**src/design/tbdc_pkg.sv**
```systemverilog
// Package for the two-button debounce block: types, codes and the per-machine step function.
`default_nettype none

package tbdc_pkg;

  // Widths
  localparam int TICK_WIDTH  = 32;
  localparam int DELAY_WIDTH = 32;
  localparam int DIFF_WIDTH  = (TICK_WIDTH > DELAY_WIDTH) ? TICK_WIDTH : DELAY_WIDTH;
  localparam int CFG_IDX_WIDTH = 2;

  // Register reset values
  localparam logic [DELAY_WIDTH-1:0] PRESS_DELAY_RST         = DELAY_WIDTH'(20);
  localparam logic [DELAY_WIDTH-1:0] RELEASE_DELAY_RST       = DELAY_WIDTH'(50);
  localparam logic [DELAY_WIDTH-1:0] CHORD_RELEASE_DELAY_RST = DELAY_WIDTH'(100);

  typedef logic [TICK_WIDTH-1:0]  tick_t;
  typedef logic [DELAY_WIDTH-1:0] delay_t;

  // Configuration register indexes
  typedef enum logic [CFG_IDX_WIDTH-1:0] {
    REG_PRESS_DELAY         = 2'd0,
    REG_RELEASE_DELAY       = 2'd1,
    REG_CHORD_RELEASE_DELAY = 2'd2
  } reg_idx_t;

  // Debounce machine phases
  typedef enum logic [1:0] {
    PH_RELEASED     = 2'd0,
    PH_PRESS_WAIT   = 2'd1,
    PH_PRESSED      = 2'd2,
    PH_RELEASE_WAIT = 2'd3
  } phase_t;

  // Event codes
  typedef enum logic [2:0] {
    EV_NONE       = 3'd0,
    EV_LEFT_DOWN  = 3'd1,
    EV_LEFT_UP    = 3'd2,
    EV_RIGHT_DOWN = 3'd3,
    EV_RIGHT_UP   = 3'd4,
    EV_BOTH_DOWN  = 3'd5,
    EV_BOTH_UP    = 3'd6
  } evt_t;

  // Request payload
  typedef struct packed {
    logic  left_pressed;
    logic  right_pressed;
    tick_t now_ticks;
  } sample_t;

  // Result payload
  typedef struct packed {
    evt_t event_code;
    logic left_held;
    logic right_held;
    logic both_held;
  } result_t;

  // One machine after a step
  typedef struct packed {
    phase_t phase;
    tick_t  stamp;
    logic   down;
    logic   up;
  } mach_t;

  // One debounce step: absolute tick difference, compare against the delay
  function automatic mach_t mach_step(phase_t ph, tick_t stamp, logic act, tick_t now,
                                      delay_t dly_press, delay_t dly_release);
    mach_t                 r;
    tick_t                 diff;
    logic [DIFF_WIDTH-1:0] diff_x;
    logic [DIFF_WIDTH-1:0] press_x;
    logic [DIFF_WIDTH-1:0] release_x;
    diff      = (now > stamp) ? (now - stamp) : (stamp - now);
    diff_x    = DIFF_WIDTH'(diff);
    press_x   = DIFF_WIDTH'(dly_press);
    release_x = DIFF_WIDTH'(dly_release);
    r.phase   = ph;
    r.stamp   = stamp;
    r.down    = 1'b0;
    r.up      = 1'b0;
    unique case (ph)
      PH_RELEASED: begin
        if (act) begin
          if (dly_press != '0) begin
            r.phase = PH_PRESS_WAIT;
            r.stamp = now;
          end else begin
            r.down  = 1'b1;
            r.phase = PH_PRESSED;
          end
        end
      end
      PH_PRESS_WAIT: begin
        if (!act) begin
          r.phase = PH_RELEASED;
        end else if (diff_x > press_x) begin
          r.down  = 1'b1;
          r.phase = PH_PRESSED;
        end
      end
      PH_PRESSED: begin
        if (!act) begin
          if (dly_release != '0) begin
            r.phase = PH_RELEASE_WAIT;
            r.stamp = now;
          end else begin
            r.up    = 1'b1;
            r.phase = PH_RELEASED;
          end
        end
      end
      PH_RELEASE_WAIT: begin
        if (act) begin
          r.phase = PH_PRESSED;
        end else if (diff_x > release_x) begin
          r.up    = 1'b1;
          r.phase = PH_RELEASED;
        end
      end
      default: begin
        r.phase = PH_RELEASED;
      end
    endcase
    return r;
  endfunction

  function automatic logic is_held(phase_t ph);
    return (ph == PH_PRESSED) || (ph == PH_RELEASE_WAIT);
  endfunction

endpackage

`default_nettype wire

```
**src/design/two_button_debounce_chord.sv**
```systemverilog
// Top level of the two-button debounce and chord detector.
//
//  channel   direction  handshake              payload
//  sample    in         in_valid / in_ready    sample_t (buttons, tick count)
//  result    out        out_valid / out_ready  result_t (event, held flags)
//  cfg       in         cfg_we                 cfg_index, cfg_data
//
// Each request is held in the input register, then its result is computed in
// one pass and lands in the output register; one request per cycle is sustained
// while the output is not stalled. The phase/stamp registers update as a request
// moves into the output register. A stalled output holds both stages; the input
// register is free again as soon as its request moves on. Reset is synchronous
// and restores the released phases, zero stamps and default delays.
`default_nettype none

module two_button_debounce_chord
  import tbdc_pkg::*;
(
  input  wire logic                     clk,
  input  wire logic                     rst,
  input  wire logic                     in_valid,
  output logic                          in_ready,
  input  wire sample_t                  sample,
  output logic                          out_valid,
  input  wire logic                     out_ready,
  output result_t                       result,
  input  wire logic                     cfg_we,
  input  wire logic [CFG_IDX_WIDTH-1:0] cfg_index,
  input  wire logic [DELAY_WIDTH-1:0]   cfg_data
);

  // Configuration
  delay_t press_delay;
  delay_t release_delay;
  delay_t chord_release_delay;

  // Machine state
  phase_t left_phase, left_phase_next;
  phase_t right_phase, right_phase_next;
  phase_t chord_phase, chord_phase_next;
  tick_t  left_stamp, left_stamp_next;
  tick_t  right_stamp, right_stamp_next;
  tick_t  chord_stamp, chord_stamp_next;

  // Pipeline
  logic    in_q_valid;
  sample_t in_q;
  logic    advance;
  result_t result_next;

  // Step results and event selects
  mach_t lres, rres, cres;
  logic  left_fire, right_fire, chord_start, chord_fire;
  mach_t chord_sel;

  assign advance  = in_q_valid && (!out_valid || out_ready);
  assign in_ready = !in_q_valid || advance;

  // Configuration writes
  always_ff @(posedge clk) begin
    if (rst) begin
      press_delay         <= PRESS_DELAY_RST;
      release_delay       <= RELEASE_DELAY_RST;
      chord_release_delay <= CHORD_RELEASE_DELAY_RST;
    end else if (cfg_we) begin
      unique case (cfg_index)
        REG_PRESS_DELAY:         press_delay         <= cfg_data;
        REG_RELEASE_DELAY:       release_delay       <= cfg_data;
        REG_CHORD_RELEASE_DELAY: chord_release_delay <= cfg_data;
        default: ;
      endcase
    end
  end

  // Input register
  always_ff @(posedge clk) begin
    if (rst) begin
      in_q_valid <= 1'b0;
    end else if (in_ready) begin
      in_q_valid <= in_valid;
    end
  end

  always_ff @(posedge clk) begin
    if (in_ready && in_valid) begin
      in_q <= sample;
    end
  end

  // Next state of the three machines
  always_comb begin
    lres = mach_step(left_phase, left_stamp, in_q.left_pressed, in_q.now_ticks,
                     press_delay, release_delay);
    rres = mach_step(right_phase, right_stamp, in_q.right_pressed, in_q.now_ticks,
                     press_delay, release_delay);
    cres = mach_step(chord_phase, chord_stamp, in_q.left_pressed | in_q.right_pressed,
                     in_q.now_ticks, '0, chord_release_delay);

    left_phase_next  = left_phase;
    left_stamp_next  = left_stamp;
    right_phase_next = right_phase;
    right_stamp_next = right_stamp;
    chord_phase_next = chord_phase;
    chord_stamp_next = chord_stamp;
    left_fire   = 1'b0;
    right_fire  = 1'b0;
    chord_start = 1'b0;
    chord_fire  = 1'b0;
    chord_sel   = cres;

    if (chord_phase == PH_RELEASED) begin
      left_phase_next = lres.phase;
      left_stamp_next = lres.stamp;
      left_fire       = lres.down | lres.up;
      // right runs only when left gave no event
      if (!left_fire) begin
        right_phase_next = rres.phase;
        right_stamp_next = rres.stamp;
        right_fire       = rres.down | rres.up;
      end
      // both singles active: chord takes over at once
      if (!left_fire && !right_fire &&
          left_phase_next != PH_RELEASED && right_phase_next != PH_RELEASED) begin
        chord_start      = 1'b1;
        chord_phase_next = PH_PRESSED;
        left_phase_next  = PH_RELEASED;
        right_phase_next = PH_RELEASED;
      end
    end else begin
      chord_phase_next = cres.phase;
      chord_stamp_next = cres.stamp;
      chord_fire       = cres.up;
      if (cres.phase == PH_RELEASED) begin
        left_phase_next  = PH_RELEASED;
        right_phase_next = PH_RELEASED;
      end
    end
  end

  // Result fields
  always_comb begin
    result_next.event_code = EV_NONE;
    if (left_fire) begin
      result_next.event_code = lres.down ? EV_LEFT_DOWN : EV_LEFT_UP;
    end else if (right_fire) begin
      result_next.event_code = rres.down ? EV_RIGHT_DOWN : EV_RIGHT_UP;
    end else if (chord_start) begin
      result_next.event_code = EV_BOTH_DOWN;
    end else if (chord_fire && chord_sel.up) begin
      result_next.event_code = EV_BOTH_UP;
    end
    result_next.left_held  = is_held(left_phase_next);
    result_next.right_held = is_held(right_phase_next);
    result_next.both_held  = is_held(chord_phase_next);
  end

  // State registers
  always_ff @(posedge clk) begin
    if (rst) begin
      left_phase  <= PH_RELEASED;
      right_phase <= PH_RELEASED;
      chord_phase <= PH_RELEASED;
      left_stamp  <= '0;
      right_stamp <= '0;
      chord_stamp <= '0;
    end else if (advance) begin
      left_phase  <= left_phase_next;
      right_phase <= right_phase_next;
      chord_phase <= chord_phase_next;
      left_stamp  <= left_stamp_next;
      right_stamp <= right_stamp_next;
      chord_stamp <= chord_stamp_next;
    end
  end

  // Output register
  always_ff @(posedge clk) begin
    if (rst) begin
      out_valid <= 1'b0;
    end else if (advance) begin
      out_valid <= 1'b1;
    end else if (out_ready) begin
      out_valid <= 1'b0;
    end
  end

  always_ff @(posedge clk) begin
    if (advance) begin
      result <= result_next;
    end
  end

  // Checks
  a_chord_freezes_singles: assert property (@(posedge clk) disable iff (rst)
    (chord_phase != PH_RELEASED) |-> (left_phase == PH_RELEASED && right_phase == PH_RELEASED))
    else $error("single machine active while chord held");

  a_held_exclusive: assert property (@(posedge clk) disable iff (rst)
    (out_valid && result.both_held) |-> (!result.left_held && !result.right_held))
    else $error("single held flag set with chord held");

  a_both_down_held: assert property (@(posedge clk) disable iff (rst)
    (out_valid && result.event_code == EV_BOTH_DOWN) |-> result.both_held)
    else $error("both-down without chord held");

  a_advance_fills_output: assert property (@(posedge clk) disable iff (rst)
    advance |=> out_valid)
    else $error("computed request lost");

endmodule

`default_nettype wire
```
**config.mk**
```make
export PLATFORM = sky130hd
export DESIGN_NAME = two_button_debounce_chord
export DESIGN_NICKNAME = d
export VERILOG_FILES = /design/src/design/tbdc_pkg.sv /design/src/design/two_button_debounce_chord.sv
export SDC_FILE = /design/constraint.sdc
export NUM_CORES = 1
export LEC_CHECK = 0
export BUFFER_PORTS_ARGS = -buffer_cell sky130_fd_sc_hd__buf_4
export CORE_UTILIZATION = 55
export DETAILED_ROUTE_END_ITERATION = 6
export MAX_ROUTING_LAYER = met4
export PLACE_DENSITY = 0.73
export SLEW_MARGIN = 20
export SYNTH_ARGS = -nofsm -noshare
export SYNTH_HDL_FRONTEND = slang
export SYNTH_SLANG_ARGS = --single-unit
export TNS_END_PERCENT = 50
```
**constraint.sdc**
```tcl
create_clock -name clk -period 11.2 [get_ports clk]
set_input_delay 1.12 -clock clk [delete_from_list [all_inputs] [get_ports clk]]
set_output_delay 1.12 -clock clk [all_outputs]
set_load 0.02 [all_outputs]
```
# Word level (Yosys, flattened, before mapping)
# Index checks and enable logic that the tools add are counted.
# Widths: inputs -> output; s select.
[totals]
wordCells = 176
inputBits = 73
reg_bits = 240
output_inout_bits = 8
[classes]
mux = 78
n_eq_ne = 25
reduce_logical = 34
addsub = 6
n_bitwise = 6
order_cmp = 9
[op_table]
columns = ["cell", "count"]
rows = [
  ["$gt 32x32->1", 8],
  ["$mux 32", 6],
  ["$sub 32x32->32", 6],
  ["$pmux 32 s2", 2],
  ["$mux 34", 3],
  ["$reduce_bool 32->1", 3],
  ["$mux 35", 2],
  ["$mux 2", 27],
  ["$gt 32x1->1 const B", 1],
  ["$eq 2x2->1 const B", 13],
  ["$mux 1", 25],
  ["$pmux 2 s4", 3],
  ["$ne 2x2->1 const B", 8],
  ["$mux 3", 5],
  ["$logic_not 2->1", 5],
  ["$pmux 1 s2", 5],
  ["$reduce_bool 2->1", 5],
  ["$eq 2x1->1 const B", 4],
  ["$reduce_and 8->1", 1],
  ["$reduce_and 7->1", 1],
  ["$logic_and 1x1->1", 6],
  ["$reduce_and 2->1", 3],
  ["$logic_or 1x1->1", 5],
  ["$reduce_and 5->1", 1],
  ["3 further kinds", 10],
]

# Depth between registers and ports, before layout
[logic_depth]
ltp_word = 18
ltp_mapped = 29
mapped_depth_nobuf = 27

# Worst setup path before layout
# OpenSTA, ideal clock, no wires.
[synth_timing]
kind = "register to register"
start = "register in_q[21] in the netlist's numbering"
end = "register right_stamp[1]"
t_required_ps = 11130
arrival_ps = 6244
path_stages_with_launch = 25
synth_period_minus_slack_ps = 6314
path_buffers = 4
setup_time_ps = 70
slack_ps = 4886
path_cell_list = "edfxtp_1 > ha_1 > clkbuf_1 > and4_1 > nand2_1 > nor3_1 > mux2i_1 > a21oi_1 > a41oi_2 > buf_2 > buf_2 > mux2i_1 > a221oi_1 > xnor2_1 > ha_1 > nand4_1 > or4_1 > o211ai_1 > a41oi_1 > a311oi_2 > nand2_1 > nor4_1 > clkbuf_1 > nand3_1 > a21oi_1"
[synth_via]
elab_chain_cells = 9
elab_cells_between_ends = 15
classes_between = "add/sub: 2; order compare: 3; mux: 7; bitwise: 2; reduce/logical: 1"
[synth_rtl]
columns = ["item", "line_no", "source"]
rows = [
  ["from (decl)", "two_button_debounce_chord.sv:47", "sample_t in_q;"],
  ["from (signal assigned)", "two_button_debounce_chord.sv:86", "in_q <= sample;"],
  ["$sub 32x32->32 or $gt 32x32->1 (tied branches)", "tbdc_pkg.sv:77", "diff = (now > stamp) ? (now - stamp) : (stamp - now);"],
  ["$mux 32 *", "tbdc_pkg.sv:77", ""],
  ["$gt 32x32->1 (on tied branches)", "tbdc_pkg.sv:100, tbdc_pkg.sv:119", ""],
  ["$mux 1 (on tied branches)", "tbdc_pkg.sv:100, tbdc_pkg.sv:119", ""],
  ["$mux 1 (on tied branches)", "tbdc_pkg.sv:98, tbdc_pkg.sv:117", ""],
  ["$pmux 1 s2", "tbdc_pkg.sv:85", "unique case (ph)"],
  ["$or 1x1->1 *", "two_button_debounce_chord.sv:114", "left_fire = lres.down | lres.up;"],
  ["$not 1->1 (no source line) *", "--", ""],
  ["$reduce_and 8->1 (no source line) *", "--", ""],
  ["to (signal assigned)", "two_button_debounce_chord.sv:171", "right_stamp <= right_stamp_next;"],
  ["to (decl)", "two_button_debounce_chord.sv:42", "tick_t right_stamp, right_stamp_next;"],
]
# Every way passes the cells marked *; elsewhere a longest branch is shown, timed or not.
# A chain may end at the register's enable or synchronous reset.

# Worst setup path in the final report
[layout_timing]
start = "register in_q[15] in the netlist's numbering"
end = "register chord_phase[1]"
[layout_via]
elab_chain_cells = 15
elab_cells_between_ends = 60
classes_between = "add/sub: 6; order compare: 9; mux: 36; bitwise: 2; reduce/logical: 7"
[layout_rtl]
columns = ["item", "line_no", "source"]
rows = [
  ["$sub 32x32->32 or $gt 32x32->1 (tied branches)", "tbdc_pkg.sv:77", ""],
  ["$mux 32", "tbdc_pkg.sv:77", ""],
  ["$gt 32x32->1 (on tied branches)", "tbdc_pkg.sv:100, tbdc_pkg.sv:119", ""],
  ["$mux 1 (on tied branches)", "tbdc_pkg.sv:100, tbdc_pkg.sv:119", ""],
  ["$mux 1 (on tied branches)", "tbdc_pkg.sv:98, tbdc_pkg.sv:117", ""],
  ["$pmux 1 s2", "tbdc_pkg.sv:85", ""],
  ["$or 1x1->1 (on tied branches)", "two_button_debounce_chord.sv:119, two_button_debounce_chord.sv:114", ""],
  ["$mux 1", "two_button_debounce_chord.sv:116", "if (!left_fire) begin"],
  ["$mux 1", "two_button_debounce_chord.sv:111", "if (chord_phase == PH_RELEASED) begin"],
  ["$logic_not 1->1", "two_button_debounce_chord.sv:122", "if (!left_fire && !right_fire &&"],
  ["$logic_and 1x1->1 (2 in a row)", "two_button_debounce_chord.sv:122", ""],
  ["$logic_and 1x1->1", "two_button_debounce_chord.sv:123", "left_phase_next != PH_RELEASED && right_phase_next != PH_RELEASED) begin"],
  ["$mux 2", "two_button_debounce_chord.sv:122", ""],
  ["$mux 2 *", "two_button_debounce_chord.sv:111", ""],
  ["to (signal assigned)", "two_button_debounce_chord.sv:169", "chord_phase <= chord_phase_next;"],
  ["to (decl)", "two_button_debounce_chord.sv:40", "phase_t chord_phase, chord_phase_next;"],
]
# Every way passes the cells marked *; elsewhere a longest branch is shown, timed or not. The select of a mux whose other input is x is not followed.

==> impl_metrics.json <==
{
  "status": "completed",
  "cts_hold_buffers": 0,
  "synth-edff-count": 40,
  "cts_setup_buffers": 0,
  "drive_gt1_share_pct": 5.75,
  "clockBufferDepth": 3,
  "worstSetupStartpointType": "flop",
  "critical_path_class": "flop to flop",
  "postSynth.asyncResetShare_pct": 0,
  "firstDrtPassIters": 7,
  "reg2reg_depth": 23,
  "syn-num-nets": 3641,
  "whs_ns": 0.456,
  "syn-instance-count": 3213,
  "critical_path.max_fanout": 28,
  "drc": 0,
  "overflow": 0,
  "worst-endpoint-arrival_ns": 9.57,
  "syn_avg_cell_area_sq_um": 7.35,
  "cp_slowest_cell": "nor4_1",
  "routed_wl_um": 93200,
  "coreArea_sq_um": 42100,
  "rrSetupSlack_ns": 2.06,
  "period_needed_ns": 9.14,
  "layout.cells.non_filler": 3742,
  "ioPinCount": 81,
  "placedCellCount": 3685,
  "powerDensity_nw_per_um2": 116,
  "clock_skew_ns": 0.0147,
  "synth_flop_cell": "dfxtp_1",
  "met2_usage_pct": 64.7,
  "worstSetupPathDepth": 23,
  "die_h_um": 209,
  "drv_slew": 0,
  "min_path_cells": 2,
  "port_buffers": 80,
  "via_per_inst": 6.63,
  "cts_tree": "done",
  "reg2reg_to": "chord_phase[1]",
  "die_w_um": 209,
  "fin_crit_sh_pct": 81.6,
  "cts_resized": 0,
  "tightestPinTransition_ns": 1.07,
  "r2r_start": "in_q[15]",
  "hold_viol_final": 0,
  "fmax_ghz": 0.109,
  "endpoint": "chord_phase[1]",
  "crit_family": "simple AND/OR/NAND/NOR gates",
  "gp_congestion": 1.05,
  "vias": 24800,
  "htreeDepth": 1,
  "track_usage_pct": 42.7,
  "vdd_drop_max_mv": 0.143,
  "critPathBufInv": 1,
  "setup_tns_ns": 0,
  "rows": 75,
  "syn-cell-area_sq_um": 23600,
  "hold_path_class": "flop to flop",
  "yosysUniqueCellTypes": 82,
  "leakage_uw": 0.0104,
  "initial_core_util_pct": 56.1,
  "busiest_layer": "met2",
  "antenna_found_initial": 4,
  "clock_sinks": 240,
  "setup_viol": 0,
  "fp.dieArea_sq_um": 43800,
  "rsz0062_at_grt": "no",
  "grt_pass1_wl_um": 139000,
  "crit_chain": "ha_1, nand4_1, nor4_1, mux2i_1, a21oi_1, a41oi_4, buf_4, or3_1, o22ai_1, o211ai_1, a41o_1, nor3_1, ha_1, nand4_1, nor4_1, and4_1, a211oi_1, a311oi_2, nand2_1, a2111oi_2, a21o_1, nand2_1, o41ai_1",
  "place.detailed.hpwl_um": 75300,
  "slew_headroom_pct": 28.1,
  "drt-initial-drc-count": 3003,
  "crit_path_max_incr_delay_ns": 0.93,
  "ant_nets": 0,
  "startpoint": "in_q[15]",
  "cts_root_buf": "clkbuf_16",
  "ys_seq_area_share_pct": 22.0,
  "met1_usage_pct": 54.4,
  "grtUsageMet3_pct": 7.11,
  "cp_data_required_time_ns": 11.63,
  "yosys_warnings": 0,
  "drv_cap": 0,
  "ys_ff_latch": 240,
  "syn2layout_area_growth_pct": 7.57,
  "layout_common_cells": "a21oi_1, nand2_1, ha_1",
  "clkTransAtPathRegs_ns": 0.06,
  "grt_pass1_vias": 23400,
  "layout.nets": 3606,
  "clock_latency_ns": 0.57,
  "cp-end-kind": "flop",
  "cts_buffers": 29,
  "grt_max_degree": 119,
  "mostFrequentLayoutCell": "a21oi_1",
  "wire_per_inst_um": 24.9
}
-- per-stage QoR --
step	area (sq um)	power (uW)	util [%]	setup WS (ns)
after floorplan	23600	1620	-	4.89
after global placement	24400	1950	58.0	2.61
after detailed placement	24400	1970	58.0	2.30
after CTS	25400	2900	60.3	2.24
after global routing	25400	3060	60.3	1.50
final	25400	2940	60.3	2.06
-- worst reg2reg max path, delay by kind of cell, from the launching register on --
kind | cells | cell delay, ns
mux | 1 | 0.21
simple gates | 9 | 3.62
fa+ha+maj | 2 | 0.82
buf+inv | 1 | 0.44
compound gates | 10 | 3.41
flops | 1 | 0.49
-- sequential cells by signal, indices dropped and copies added, names as in the netlist, 2 cells and up --
signal	cells
chord_release_delay	32
in_q	34
release_delay	32
left_phase	2
right_phase	2
chord_stamp	32
left_stamp	32
press_delay	32
right_stamp	32
chord_phase	2
result	6
-- cell type report --
cell class / instances / area [sq um]
clock buffer: 47 / 883
timing repair buffer: 101 / 766
fill: 3781 / 16700
antenna: 4 / 10.0
sequential: 240 / 5200
tap: 539 / 674
multi-input combinational: 2532 / 16800
clock inverter: 5 / 57.6
inverter: 274 / 1030
-- per-layer routing --
| metal | vias up | part of all wire, % |
|---|---|---|
| met5 | - | 0 |
| met4 | 0 | 6.0 |
| met3 | 271 | 9.7 |
| met2 | 1478 | 43 |
| met1 | 11700 | 41 |
| li1 | 11400 | - |
-- synth_stat cells (11+ instances only) --
master	instances	area share, %
buf_2	17	0.36
nor4_1	46	1.2
inv_1	274	4.4
o21ai_0	147	3.1
a211oi_1	31	0.99
clkbuf_1	135	2.1
a211o_1	11	0.41
a31oi_1	19	0.50
o21bai_1	48	1.5
a21oi_1	495	10
nand3_1	96	2.0
xor2_1	39	1.4
edfxtp_1	40	5.1
nand2_1	402	6.4
nor2_1	215	3.4
xnor2_1	76	2.8
ha_1	349	18
nand2b_1	24	0.64
o211ai_1	32	1.0
nor2b_1	30	0.79
a21o_1	90	2.9
mux2i_1	32	1.4
nand4_1	82	2.2
buf_1	13	0.21
dfxtp_1	200	17
nor3_1	35	0.74
o31ai_1	23	0.73
o21a_1	24	0.76
-- how the worst min path moves through the flow --
stage	startpoint	to	slack, ns
2_1_floorplan	left_stamp[31]	left_stamp[31]	0.43
3_3_place_gp	right_stamp[31]	right_stamp[31]	0.44
3_5_place_dp	right_stamp[31]	right_stamp[31]	0.45
4_1_cts	right_stamp[31]	right_stamp[31]	0.45
5_1_grt	right_stamp[31]	right_stamp[31]	0.47
6_report	right_stamp[31]	right_stamp[31]	0.46
-- kinds of logic after synthesis --
family / count (synthesis) / synth area share, %
XOR/XNOR: 115 / 4.26
buffers and inverters: 441 / 7.13
adder cells (fa/ha/maj): 355 / 19.0
AO/OA/AOI/OAI: 1020 / 26.2
multiplexers: 39 / 1.69
flip-flops: 240 / 22.0
AND/OR/NAND/NOR: 1003 / 19.7
-- report_power, final --
group          switching (uW)  total (uW)  internal [uW]
registers                35.8         942            906
clock network             384         941            557
logic                     694        1060            364
Power figures use the tool's default switching activity.
